--- src/rtl/core/cbts_pkg.sv ---
// Shared types and constants of the CAN bit timing search.
`timescale 1ns / 1ps

package cbts_pkg;

  localparam int unsigned CLK_W = 32;
  localparam int unsigned PCT_W = 7;
  localparam int unsigned DIV_STEPS = 32;
  localparam int unsigned STEP_W = 5;

  localparam logic [9:0] QUANTA_MIN = 10'd8;
  localparam logic [9:0] QUANTA_MAX = 10'd256;
  localparam logic [9:0] SEG1_MIN = 10'd2;
  localparam logic [9:0] SEG1_MAX = 10'd255;
  localparam logic [9:0] SEG2_MIN = 10'd1;
  localparam logic [9:0] SEG2_MAX = 10'd127;
  localparam logic [2:0] SJW_MAX = 3'd4;

  // floor(x / 100) equals (x * 5243) >> 19 for every x below 43690.
  localparam logic [12:0] DIV100_RECIP = 13'd5243;
  localparam int unsigned DIV100_SHIFT = 19;

  typedef struct packed {
    logic busy;
    logic done;
  } div_status_t;

endpackage

--- src/rtl/core/can_bit_timing_search.sv ---
// Top level of the CAN bit timing search: sequencer, trial checks and stream ports.
`timescale 1ns / 1ps

// Channel   Direction  Width  Contents (lowest bit first)
// s_*       in         72     clock_hz[31:0], bit_rate[63:32], sample_percent[70:64]
// m_*       out        32     found, prescaler, segment_one, segment_two, jump_width
//
// One request is taken at a time; s_tready is high only while the sequencer is idle.
// Each prescaler trial runs a start step, the serial divider that forms quanta (32
// quotient bits and the capture), and then the sample-point product, the divide by 100
// and the checks.
// A request that finds nothing tries every prescaler up to MAX_PRESCALER; a zero bit rate
// skips the trials and answers not found. Reset is synchronous and needs no clearing pass.
// A finished result waits in the output register while the next search runs; the
// sequencer holds in its output step only if that register is still full.

module can_bit_timing_search
  import cbts_pkg::*;
#(
  parameter int unsigned MAX_PRESCALER = 1024
) (
  input  logic        clk,
  input  logic        rst,
  input  logic        s_tvalid,
  output logic        s_tready,
  // clock_hz[31:0], bit_rate[63:32], sample_percent[70:64], zero fill [71]
  input  logic [71:0] s_tdata,
  output logic        m_tvalid,
  input  logic        m_tready,
  // found[0], prescaler[11:1], segment_one[19:12], segment_two[26:20],
  // jump_width[29:27], zero fill [31:30]
  output logic [31:0] m_tdata
);

  localparam int unsigned PW = $clog2(MAX_PRESCALER + 1);
  localparam int unsigned DW = CLK_W + PW;

  localparam logic [2:0] ST_IDLE  = 3'd0;
  localparam logic [2:0] ST_START = 3'd1;
  localparam logic [2:0] ST_DIV   = 3'd2;
  localparam logic [2:0] ST_PROD  = 3'd3;
  localparam logic [2:0] ST_RECIP = 3'd4;
  localparam logic [2:0] ST_CHECK = 3'd5;
  localparam logic [2:0] ST_OUT   = 3'd6;

  logic [2:0]       state;
  logic [CLK_W-1:0] clock_hz;
  logic [CLK_W-1:0] bit_rate;
  logic [PCT_W-1:0] pct;
  logic [PW-1:0]    presc;
  logic [DW-1:0]    divisor;

  logic             quanta_ok;
  logic [8:0]       quanta;
  logic [15:0]      prod;
  logic [9:0]       seg1;

  logic             res_found;
  logic [10:0]      res_presc;
  logic [7:0]       res_seg1;
  logic [6:0]       res_seg2;
  logic [2:0]       res_sjw;

  logic             div_start;
  logic [CLK_W-1:0] div_quot;
  div_status_t      div_stat;

  logic [28:0]      recip_full;
  logic [9:0]       q10;
  logic [9:0]       s2;
  logic             seg1_ok;
  logic             fits;
  logic             seg2_ok;
  logic             accept;

  assign s_tready = (state == ST_IDLE);
  assign accept = s_tvalid && s_tready;
  assign div_start = (state == ST_START);

  cbts_divider #(.DW(DW)) u_div (
    .clk      (clk),
    .rst      (rst),
    .start    (div_start),
    .dividend (clock_hz),
    .divisor  (divisor),
    .quotient (div_quot),
    .status   (div_stat)
  );

  // Trial checks on the registered quanta and segment one.
  assign recip_full = 29'(prod) * 29'(DIV100_RECIP);
  assign q10 = {1'b0, quanta};
  assign s2 = q10 - seg1 - 10'd1;
  assign seg1_ok = (seg1 >= SEG1_MIN) && (seg1 <= SEG1_MAX);
  assign fits = ((seg1 + 10'd1) <= q10);
  assign seg2_ok = (s2 >= SEG2_MIN) && (s2 <= SEG2_MAX);

  always_ff @(posedge clk) begin
    if (rst) begin
      state    <= ST_IDLE;
      m_tvalid <= 1'b0;
    end else begin
      // A new result enters the output register when it is empty or being drained.
      if (state == ST_OUT && (!m_tvalid || m_tready)) begin
        m_tvalid <= 1'b1;
      end else if (m_tready) begin
        m_tvalid <= 1'b0;
      end
      case (state)
        ST_IDLE: begin
          if (accept) begin
            state <= (s_tdata[63:32] == '0) ? ST_OUT : ST_START;
          end
        end
        ST_START: begin
          state <= ST_DIV;
        end
        ST_DIV: begin
          if (div_stat.done) begin
            state <= ST_PROD;
          end
        end
        ST_PROD: begin
          state <= ST_RECIP;
        end
        ST_RECIP: begin
          state <= ST_CHECK;
        end
        ST_CHECK: begin
          if ((quanta_ok && seg1_ok && fits && seg2_ok) ||
              (presc == PW'(MAX_PRESCALER))) begin
            state <= ST_OUT;
          end else begin
            state <= ST_START;
          end
        end
        ST_OUT: begin
          // Hold the result here until the output register is free.
          if (!m_tvalid || m_tready) begin
            state <= ST_IDLE;
          end
        end
        default: begin
          state <= ST_IDLE;
        end
      endcase
    end
  end

  always_ff @(posedge clk) begin
    case (state)
      ST_IDLE: begin
        if (accept) begin
          clock_hz  <= s_tdata[31:0];
          bit_rate  <= s_tdata[63:32];
          pct       <= s_tdata[70:64];
          presc     <= PW'(1);
          divisor   <= DW'(s_tdata[63:32]);
          res_found <= 1'b0;
          res_presc <= '0;
          res_seg1  <= '0;
          res_seg2  <= '0;
          res_sjw   <= '0;
        end
      end
      ST_DIV: begin
        if (div_stat.done) begin
          quanta_ok <= (div_quot >= CLK_W'(QUANTA_MIN)) && (div_quot <= CLK_W'(QUANTA_MAX));
          quanta    <= div_quot[8:0];
        end
      end
      ST_PROD: begin
        prod <= 16'(quanta) * 16'(pct);
      end
      ST_RECIP: begin
        seg1 <= recip_full[DIV100_SHIFT +: 10];
      end
      ST_CHECK: begin
        if (quanta_ok && seg1_ok && fits && seg2_ok) begin
          res_found <= 1'b1;
          res_presc <= 11'(presc);
          res_seg1  <= seg1[7:0];
          res_seg2  <= s2[6:0];
          res_sjw   <= (s2 > 10'(SJW_MAX)) ? SJW_MAX : s2[2:0];
        end else begin
          // Next prescaler: the divisor steps up by one bit rate.
          presc   <= presc + 1'b1;
          divisor <= divisor + DW'(bit_rate);
        end
      end
      ST_OUT: begin
        if (!m_tvalid || m_tready) begin
          m_tdata <= {2'b00, res_sjw, res_seg2, res_seg1, res_presc, res_found};
        end
      end
      default: begin
      end
    endcase
  end

endmodule

--- src/rtl/core/cbts_divider.sv ---
// Restoring serial divider, one quotient bit per cycle, shared by all trials.
`timescale 1ns / 1ps

module cbts_divider
  import cbts_pkg::*;
#(
  parameter int unsigned DW = 43
) (
  input  logic             clk,
  input  logic             rst,
  input  logic             start,
  input  logic [CLK_W-1:0] dividend,
  input  logic [DW-1:0]    divisor,
  output logic [CLK_W-1:0] quotient,
  output div_status_t      status
);

  logic [DW-1:0]     rem;
  logic [CLK_W-1:0]  q;
  logic [STEP_W-1:0] cnt;
  logic              busy;
  logic              done;
  logic [DW:0]       trial;
  logic [DW:0]       diff;
  logic              take;

  // The dividend shifts out of the top of q while quotient bits enter below.
  assign trial = {rem, q[CLK_W-1]};
  assign diff = trial - {1'b0, divisor};
  assign take = (trial >= {1'b0, divisor});

  always_ff @(posedge clk) begin
    if (rst) begin
      busy <= 1'b0;
      done <= 1'b0;
      cnt  <= '0;
    end else begin
      done <= 1'b0;
      if (start) begin
        busy <= 1'b1;
        cnt  <= '0;
      end else if (busy) begin
        cnt <= cnt + 1'b1;
        if (cnt == STEP_W'(DIV_STEPS - 1)) begin
          busy <= 1'b0;
          done <= 1'b1;
        end
      end
    end
  end

  always_ff @(posedge clk) begin
    if (start) begin
      rem <= '0;
      q   <= dividend;
    end else if (busy) begin
      rem <= take ? diff[DW-1:0] : trial[DW-1:0];
      q   <= {q[CLK_W-2:0], take};
    end
  end

  assign quotient = q;
  assign status = '{busy: busy, done: done};

endmodule

--- config.mk ---
export PLATFORM = sky130hd
export DESIGN_NAME = can_bit_timing_search
export DESIGN_NICKNAME = d
export VERILOG_FILES = /design/src/rtl/core/cbts_pkg.sv /design/src/rtl/core/can_bit_timing_search.sv /design/src/rtl/core/cbts_divider.sv
export SDC_FILE = /design/constraint.sdc
export NUM_CORES = 1
export LEC_CHECK = 0
export BUFFER_PORTS_ARGS = -buffer_cell sky130_fd_sc_hd__clkbuf_2
export CAP_MARGIN = 20
export CORE_MARGIN = 10
export CORE_UTILIZATION = 36
export DETAILED_ROUTE_END_ITERATION = 8
export GPL_TIMING_DRIVEN = 0
export SYNTH_ARGS = -nofsm -noshare
export SYNTH_HDL_FRONTEND = slang
export SYNTH_SLANG_ARGS = --single-unit
export TNS_END_PERCENT = 1
--- constraint.sdc ---
create_clock -name clk -period 6.7 [get_ports clk]
set_input_delay 1.005 -clock clk [delete_from_list [all_inputs] [get_ports clk]]
set_output_delay 1.005 -clock clk [all_outputs]
set_load 0.1 [all_outputs]
==> run_results.csv, run 1 <==
group,metric,value,unit
status,status,"completed",
synthesis,synth_cells,2124,
floorplanning,io_pins,110,
routing,drtIter0Drc,961,
critical_path,crit_start,"prod[4]",
routing,drtPass1Iterations,5,
grt,grt_pass1_vias,16200,
cts,post-cts-setup-buffers,0,
critical_path,crit-reg2reg-launch,"prod[4]",
placed_design,place_congestion,0.887,
grt,grt_max_degree,59,
timing,fin_crit_sh,88.5,%
timing,hold_viol_final,0,
cts,postCtsHoldBufs,0,
timing,setup_viol,0,
power,power_per_cell_area,348,nW/µm²
floorplanning,coreArea,60400,µm²
placed_design,io_buffers,106,
timing,slew_headroom,25.9,%
routing,viasPerCell,5.18,
critical_path,cp_slowest_cell,"a2111oi_0",
routing,drt-total-wl,53200,µm
power,pwr-share-clk,24.3,%
floorplanning,die_x,267,µm
routing,wl_met1,24900,µm
routing,route.detailed.drc,0,
power,p_seq_share,31.0,%
routing,topRoutingLayerUsed,"met5",
critical_path,crit_type,"flop to flop",
cts,worst_skew_pair.late_latency,560,ps
critical_path,crit_required,7000,ps
hold_path,hp-class,"flop to flop",
routing,wl_per_cell,17.2,µm
floorplanning,initial_core_util,36.3,%
grt,grt-ovfl-total,0,
synthesis,synth_area_per_cell,10.3,µm²
layout,syn_to_final_growth,13.1,%
synthesis,synth.cell_area,21900,µm²
timing,finClkSkew,24.2,ps
layout,final_area,24800,µm²
synthesis,ys_seq_area_share,39.6,%
synthesis,yosysUniqueCellTypes,79,
grt,antenna_found_initial,1,
layout,drive_above_1_share,8.99,%
critical_path,critPathMaxStageDelay,860,ps
cts,clockRootBuffer,"clkbuf_16",
timing,rsz0062_at_grt,"no",
power,ir_worst_vdd,195,µV
layout,post-route-util,41.1,%
power,p_int,5.36,mW
power,p_leak,10.9,nW
critical_path,reg2regPathDepth,20,
critical_path,critical_path_peak_fanout,5,
layout,layout.nets,2699,
synthesis,ys_seq_elements,307,
critical_path,r2r-end,"seg1[9]",
critical_path,endpoint_kind,"flop",
critical_path,worst_ep_arrival_time,6230,ps
critical_path,critical_path.endpoint,"seg1[9]",
routing,vias,16000,
placed_design,place_area,23500,µm²
timing,tightest_slew,1080,ps
hold_path,min_from,"res_presc[5]",
cts,cts_tree,"yes",
timing,fin_tns_setup,0,ps
synthesis,yosys_warnings,0,
power,swShare,38.0,%
grt,gr-usage-all-layers,14.9,%
placed_design,dp_hpwl,41700,µm
cts,ctsResizeCount,0,
grt,grt_pass1_wl,85700,µm
job,max-cap-violations,0,
cts,clk_pin_slew,60,ps
routing,final_antenna_net_count,0,
timing,slew_violations,0,
critical_path,r2r_slack,770,ps
cts,clockBufferDepth,3,
floorplanning,die_h,267,µm
synthesis,synth_edf_count,253,
power,combPwrFrac,44.7,%
critical_path,critPathLaunchType,"flop",
synthesis,ys.flop_type,"edfxtp_1",
floorplanning,rows,90,
floorplanning,fp.dieArea,71200,µm²
routing,met3_length,3100,µm
cts,clock_sinks,307,
routing,wl_met2,24000,µm
timing,max_freq,0.169,GHz
layout,diodes,0,
cts,htree_num_levels,2,
cts,cts_buffers,37,
critical_path,path_cells,"inv_1 > fa_1 > inv_1 > ha_1 > fa_1 > inv_1 > fa_1 > inv_1 > fa_1 > ha_1 > nand4_1 > a21oi_1 > o41ai_1 > a31oi_1 > nor4b_1 > a2111oi_0 > o311a_1 > o21a_1 > nor2_1 > xnor2_1",
power,switchingPower,3.28,mW
synthesis,synthArstFlopShare,0,%
timing,min_period,5930,ps
[metal layers]
metal	GRT usage, %	vias up
li1	-	7755
met1	20.2	7758
met2	23.8	374
met3	2.94	74
met4	4.39	2
met5	0	-
[cell type report]
class | instances | area (µm²)
Multi-Input combinational cell | 1520 | 12100
Tap cell | 782 | 978
Sequential cell | 307 | 8680
Fill cell | 5805 | 35600
Timing Repair Buffer | 110 | 613
Clock buffer | 39 | 933
Clock inverter | 28 | 322
Inverter | 243 | 915
Buffer | 55 | 260
[how the worst min path moves through the flow]
stage,to,slack [ps],cells past startpoint
after global placement,m_tdata[3],410,0
final,m_tdata[6],420,0
after CTS,m_tdata[19],420,0
after floorplan,m_tdata[0],400,0
after global routing,m_tdata[0],420,0
after detailed placement,m_tdata[6],410,0
[critical path, delay by kind of cell, from the launching register on]
| family | cells | cell delay, ps |
|---|---|---|
| flops | 1 | 530 |
| buf+inv | 4 | 310 |
| compound gates | 6 | 1920 |
| xor+xnor | 1 | 120 |
| simple gates | 3 | 250 |
| fa+ha+maj | 6 | 2550 |
[cells in the mapped netlist (29+ instances only)]
| library cell | number | area, µm² |
|---|---|---|
| clkbuf_1 | 43 | 161 |
| fa_1 | 112 | 2240 |
| ha_1 | 237 | 2970 |
| and2_1 | 64 | 400 |
| edfxtp_1 | 253 | 7600 |
| a21o_1 | 29 | 218 |
| mux2i_1 | 40 | 400 |
| xnor2_1 | 66 | 578 |
| o21ai_0 | 119 | 596 |
| nand2_1 | 220 | 826 |
| xor2_1 | 46 | 403 |
| a21oi_1 | 135 | 676 |
| dfxtp_1 | 54 | 1080 |
| inv_1 | 243 | 912 |
| nor2_1 | 115 | 432 |
[placed cells by master, fill, tap and decap left out, types with 18 or more instances in the layout]
master / count
and2_1: 64
and3_1: 28
a21o_1: 29
dfxtp_1: 54
xnor2_1: 66
nor2_1: 114
clkbuf_2: 106
a21oi_1: 135
fa_1: 112
nor2b_1: 22
a211oi_1: 18
clkbuf_1: 45
inv_1: 242
o21ai_0: 118
ha_1: 237
nor3_1: 25
xor2_1: 46
edfxtp_1: 253
mux2i_1: 40
nand3_1: 27
nand2_1: 220
nor4_1: 25
clkbuf_16: 37
[stage by stage]
step	hold slack, ps	total power, mW	setup slack (ps)	std cells
floorplan	400	5.65	239	2125
global placement	405	6.45	-3030	3013
detailed placement	405	6.55	761	3017
CTS	419	8.69	729	3084
global route	425	9.33	357	3084
finish	419	8.64	770	3084
[registers in the layout, indices dropped and copies added, names as in the netlist, 3 cells and up]
| name | flops |
|---|---|
| seg1 | 10 |
| quanta | 9 |
| res_sjw | 3 |
| u_div.rem | 43 |
| divisor | 43 |
| res_seg2 | 7 |
| presc | 11 |
| state | 3 |
| u_div.cnt | 5 |
| res_presc | 11 |
| res_seg1 | 8 |
| m_tdata | 30 |
| prod | 16 |
| clock_hz | 32 |
| pct | 7 |
| bit_rate | 32 |
| u_div.quotient | 32 |
[power groups by stage]
stage	Clock (mW)	Sequential, mW	Combinational, mW
finish	2.10	2.68	3.86
CTS	2.14	2.68	3.87
global route	2.23	2.71	4.39
detailed placement	0	2.71	3.83
floorplan	0	2.65	3.01
global placement	0	2.72	3.73
[logic make-up (layout without fill, tap and decap cells)]
logic type	count (synthesis)	after routing	share of synthesized area [%]
AOI/OAI and AO/OA	418	418	11.7
xor gates and xnor gates	112	112	4.47
adders and majority gates	349	349	23.8
buffers and inverters	298	475	5.35
DFF	307	307	39.6
muxes	42	42	1.93
other	1	2	0.0171
and+or+nand+nor	597	597	13.2
Power figures use the tool's default switching activity.
==> inputs of run 2 (changes only) <==
--- a/config.mk
+++ b/config.mk
@@ -7,10 +7,13 @@
 export LEC_CHECK = 0
 export BUFFER_PORTS_ARGS = -buffer_cell sky130_fd_sc_hd__clkbuf_2
 export CAP_MARGIN = 20
+export CELL_PAD_IN_SITES_DETAIL_PLACEMENT = 1
+export CELL_PAD_IN_SITES_GLOBAL_PLACEMENT = 2
 export CORE_MARGIN = 10
 export CORE_UTILIZATION = 36
 export DETAILED_ROUTE_END_ITERATION = 8
 export GPL_TIMING_DRIVEN = 0
+export PLACE_DENSITY_LB_ADDON = 0.1
 export SYNTH_ARGS = -nofsm -noshare
 export SYNTH_HDL_FRONTEND = slang
 export SYNTH_SLANG_ARGS = --single-unit
==> run_results.csv, run 2 (synthesized netlist as in run 1, its figures left out) <==
group,metric,value,unit
cts,htree_num_levels,2,
timing,rsz0062_at_grt,"no",
routing,drtIter0Drc,707,
floorplanning,coreArea,60400,µm²
routing,vias,16000,
layout,layout.nets,2703,
power,ir_worst_vdd,173,µV
floorplanning,rows,90,
critical_path,cp_slowest_cell,"fa_1",
cts,worst_skew_pair.late_latency,570,ps
layout,final_common_cell,"edfxtp_1",
timing,finClkSkew,31.8,ps
routing,route.detailed.drc,0,
job,max-cap-violations,0,
cts,clockRootBuffer,"clkbuf_16",
cts,cts_tree,"yes",
cts,cts_buffers,39,
cts,ctsResizeCount,0,
critical_path,critical_path.top_delay_family,"adder cells",
timing,tightest_slew,873,ps
timing,setup_ws,945,ps
floorplanning,die_x,267,µm
placed_design,io_buffers,106,
routing,viasPerCell,5.18,
critical_path,worst-path-buf-inv,5,
placed_design,place_congestion,0.789,
timing,fin_tns_setup,0,ps
layout,diodes,0,
cts,clock_sinks,307,
layout,final_cell_mix,"253 x edfxtp_1, 242 x inv_1, 237 x ha_1",
critical_path,path_cells,"inv_1 > fa_1 > inv_1 > ha_1 > fa_1 > inv_1 > fa_1 > inv_1 > fa_1 > ha_1 > nand4_1 > a21oi_1 > o41ai_1 > a31oi_1 > nor4b_1 > a2111oi_0 > clkbuf_1 > o31a_1 > o21a_1 > nor3_1 > nor2_1",
timing,setup_viol,0,
status,status,"completed",
cts,postCtsHoldBufs,0,
placed_design,place_ws,525,ps
floorplanning,initial_core_util,36.3,%
timing,fin_crit_sh,85.9,%
hold_path,hp-class,"flop to flop",
floorplanning,fp.dieArea,71200,µm²
critical_path,critPathMaxStageDelay,560,ps
timing,min_period,5750,ps
power,power_per_cell_area,351,nW/µm²
floorplanning,io_pins,110,
cts,clk_pin_slew,60,ps
grt,grt_max_degree,58,
critical_path,critical_path_peak_fanout,5,
critical_path,crit_required,7100,ps
routing,final_antenna_net_count,0,
grt,grt-ovfl-total,0,
layout,largestRegisters,"divisor x43, u_div.rem x43",
placed_design,dp_hpwl,47700,µm
timing,slew_headroom,40.3,%
grt,grt_pass1_vias,17200,
grt,antenna_found_initial,4,
grt,gr-usage-all-layers,16.9,%
critical_path,critPathLaunchType,"flop",
layout,syn_to_final_growth,13.2,%
timing,slew_violations,0,
timing,hold_viol_final,0,
critical_path,endpoint_kind,"flop",
timing,max_freq,0.174,GHz
layout,nFillCells,6723,
power,p_leak,10.9,nW
critical_path,crit_type,"flop to flop",
routing,drt-total-wl,59800,µm
routing,drtPass1Iterations,5,
critical_path,worst_ep_arrival_time,6150,ps
layout,drive_above_1_share,8.93,%
floorplanning,die_h,267,µm
grt,grt_pass1_wl,95800,µm
cts,post-cts-setup-buffers,0,
routing,wl_per_cell,19.4,µm
cts,clockBufferDepth,3,
power,power,8.71,mW
[run 2: changes by cell type in the layout (fill, tap and decap cells not counted), moves of 3 or more]
| cell | delta |
|---|---|
| clkbuf_16 | +3 |
| clkbuf_1 | +8 |
| bufinv_16 | -4 |
| clkinv_2 | -3 |
[run 2: through the flow]
step	hold WS, ps	instances	utilization (%)	area, µm²
6_report	420	3089	41.1	24800
5_1_grt	427	3089	41.1	24800
4_1_cts	420	3088	41.1	24800
3_5_place_dp	406	3018	39.0	23600
3_3_place_gp	402	3013	38.8	23400
2_1_floorplan	400	2125	-	21900
[run 2: layer usage]
metal / track usage [%] / share of wire (%)
met3: 2.24 / 3.4
met5: 0 / 0
met1: 23.8 / 49
met4: 3.27 / 1.4
met2: 27.4 / 46
[run 2: final cells by class]
type	count	area (µm²)	share of cell area, %
multi-input cells	1520	12100	48.7
flip-flops and latches	307	8680	35.0
clock buffers	51	1060	4.28
well taps	782	978	3.94
inverters	243	915	3.69
repair buffers	112	644	2.60
plain buffers	55	260	1.05
clock inverters	19	181	0.731
[run 2: worst paths after layout]
| kind | start | to | slack (ps) | cells past startpoint |
|---|---|---|---|---|
| max reg2reg | prod[4] | seg1[7] | 950 | 21 |
| min | res_presc[6] | m_tdata[7] | 420 | 0 |
| max | prod[4] | seg1[7] | 950 | 21 |
| min reg2reg | res_presc[6] | m_tdata[7] | 420 | 0 |
[run 2: where the power goes]
| group | switching (mW) | leakage [nW] | internal, mW |
|---|---|---|---|
| sequential | 0.216 | 2.84 | 2.47 |
| combinational | 2.31 | 7.44 | 1.64 |
| clock | 0.866 | 0.593 | 1.20 |
==> inputs of run 3 (changes only) <==
--- a/config.mk
+++ b/config.mk
@@ -5,12 +5,13 @@
 export SDC_FILE = /design/constraint.sdc
 export NUM_CORES = 1
 export LEC_CHECK = 0
+export ABC_AREA = 1
 export BUFFER_PORTS_ARGS = -buffer_cell sky130_fd_sc_hd__clkbuf_2
 export CAP_MARGIN = 20
 export CELL_PAD_IN_SITES_DETAIL_PLACEMENT = 1
 export CELL_PAD_IN_SITES_GLOBAL_PLACEMENT = 2
 export CORE_MARGIN = 10
-export CORE_UTILIZATION = 36
+export CORE_UTILIZATION = 35
 export DETAILED_ROUTE_END_ITERATION = 8
 export GPL_TIMING_DRIVEN = 0
 export PLACE_DENSITY_LB_ADDON = 0.1
==> run_results.csv, run 3 <==
group,metric,value,unit
synthesis,synth_most_common_cell,"nand2_1",
layout,multiInputGateArea,12900,µm²
synthesis,yosys_warnings,0,
timing,hold_viol_final,0,
floorplanning,coreArea,67000,µm²
synthesis,ys_seq_elements,307,
synthesis,synthArstFlopShare,0,%
timing,timing.hold.ws,408,ps
synthesis,synth_edf_count,253,
placed_design,io_buffers,106,
synthesis,yosys-top-cells-area,"edfxtp_1 32%, ha_1 13%, fa_1 9.5%, nand2_1 9.3%, inv_1 7.6%",
routing,route.detailed.drc,0,
layout,drive_above_1_share,8.69,%
timing,rsz0062_at_grt,"no",
status,status,"completed",
grt,antenna_found_initial,1,
hold_path,min_from,"res_presc[2]",
cts,cts_buffers,39,
timing,fin_tns_setup,0,ps
timing,finClkSkew,40.9,ps
routing,viasPerCell,4.97,
routing,drtIter0Drc,964,
routing,drtPass1Iterations,5,
floorplanning,fp.dieArea,78400,µm²
critical_path,crit-reg2reg-launch,"prod[10]",
critical_path,critPathLaunchType,"flop",
timing,fin_crit_sh,76.7,%
synthesis,synth.cell_area,23700,µm²
synthesis,yosysTopAreaCell,"edfxtp_1",
layout,register_area,8680,µm²
timing,max_freq,0.195,GHz
routing,final_antenna_net_count,0,
timing,tightest_slew,1220,ps
hold_path,hp-class,"flop to flop",
floorplanning,die_h,280,µm
power,p_leak,12.6,nW
layout,largestRegisters,"divisor x43, u_div.rem x43",
power,ir_worst_vdd,375,µV
critical_path,crit_start,"prod[10]",
cts,worst_skew_pair.late_latency,580,ps
cts,postCtsHoldBufs,0,
placed_design,dp_hpwl,61900,µm
floorplanning,die_x,280,µm
synthesis,ys.flop_type,"edfxtp_1",
layout,final_common_cell,"nand2_1",
layout,syn_to_final_growth,13.2,%
cts,cts_tree,"yes",
placed_design,place_congestion,0.871,
cts,htree_num_levels,2,
layout,nFillCells,8021,
timing,slew_headroom,18.7,%
cts,ctsResizeCount,0,
floorplanning,initial_core_util,35.3,%
cts,clockRootBuffer,"clkbuf_16",
cts,clock_sinks,307,
grt,grt_max_degree,37,
grt,grt_pass1_wl,117000,µm
layout,post-route-util,40.0,%
floorplanning,io_pins,110,
layout,final_cell_mix,"587 x nand2_1, 482 x inv_1, 253 x edfxtp_1",
synthesis,synth_area_per_cell,8.54,µm²
grt,gr-usage-all-layers,19.1,%
synthesis,ys_seq_area_share,36.7,%
grt,grt-ovfl-total,0,
synthesis,synthTopCellsByCount,"588 x nand2_1, 482 x inv_1, 253 x edfxtp_1",
floorplanning,rows,95,
layout,diodes,0,
critical_path,worst_ep_arrival_time,5430,ps
grt,grt_pass1_vias,20300,
layout,layout.nets,3351,
power,power_per_cell_area,550,nW/µm²
synthesis,yosysUniqueCellTypes,57,
critical_path,crit_type,"flop to flop",
routing,wl_per_cell,19.5,µm
timing,slew_violations,0,
critical_path,crit_required,6990,ps
synthesis,synth_cells,2771,
cts,clk_pin_slew,60,ps
timing,min_period,5140,ps
synthesis,synth_top_area_share,32.1,%
routing,vias,19000,
job,max-cap-violations,0,
timing,setup_viol,0,
routing,drt-total-wl,74800,µm
cts,clockBufferDepth,3,
cts,post-cts-setup-buffers,0,
critical_path,endpoint_kind,"flop",
critical_path,critical_path_peak_fanout,6,
[run 3: changes by cell type after synthesis, sizes merged, moves of 23 or more]
cell / before / now
nand2: 220 / 591
inv: 243 / 494
nor2: 116 / 237
nand3: 27 / 101
and2: 64 / 4
o21ai: 123 / 167
mux2i: 40 / 0
xnor2: 66 / 30
a21oi: 139 / 173
and3: 28 / 3
o211ai: 3 / 26
[run 3: kinds of logic (layout without fill, tap and decap cells)]
family / Yosys count / after routing / synth area share (%)
DFF: 307 / 307 / 36.7
buffers and inverters: 548 / 732 / 8.93
adders and majority gates: 349 / 349 / 22.0
xor gates and xnor gates: 76 / 76 / 2.81
and+or+nand+nor: 1042 / 1042 / 18.4
other: 1 / 2 / 0.0158
AOI/OAI and AO/OA: 448 / 448 / 11.2
[run 3: area by class of cell]
cell class | instances | area share [%]
buffer | 53 | 0.948
sequential | 307 | 32.4
tap | 873 | 4.08
inverter | 495 | 6.94
timing repair buffer | 113 | 2.48
clock inverter | 27 | 1.23
multi-input combinational | 1917 | 48.2
clock buffer | 44 | 3.71
[run 3: metrics by stage]
stage          power [mW]  cell area (µm²)  worst slack (ps)  instances
2_1_floorplan        9.74            23700               145       2772
3_3_place_gp         12.4            25300               308       3751
3_5_place_dp         12.6            25500              1490       3758
4_1_cts              14.9            26800              1470       3829
5_1_grt              16.3            26800              1140       3829
6_report             14.7            26800              1560       3829
[run 3: routing by layer]
metal | up-vias | part of all wire [%] | GRT usage, %
met2 | 277 | 42 | 28.8
met3 | 59 | 4.6 | 3.08
met5 | - | 0.016 | 0
met4 | 2 | 1.5 | 3.80
met1 | 9285 | 52 | 28.4
li1 | 9407 | - | -
[run 3: worst max-delay path: stages (launching register included)]
cell	delay [ps]
edfxtp_1	580
fa_1	570
ha_1	300
inv_1	50
fa_1	470
inv_1	50
fa_1	520
inv_1	50
fa_1	520
inv_1	40
ha_1	320
a21oi_1	140
o21ai_0	90
o21bai_1	150
a21oi_1	350
nor2_1	80
nor2_1	280
o21bai_1	120
xor2_1	180
[run 3: power breakdown]
group	total, mW	switching (mW)	internal, mW	leakage (nW)
clock network	2.23	0.887	1.34	0.640
logic	9.15	5.95	3.19	9.09
registers	3.35	0.362	2.99	2.85
[run 3: final timing paths]
| path | to | slack [ps] | depth (start not counted) |
|---|---|---|---|
| setup reg to reg | seg1[6] | 1560 | 18 |
| setup / recovery | seg1[6] | 1560 | 18 |
| hold / removal | m_tdata[3] | 410 | 0 |
| hold reg to reg | m_tdata[3] | 410 | 0 |
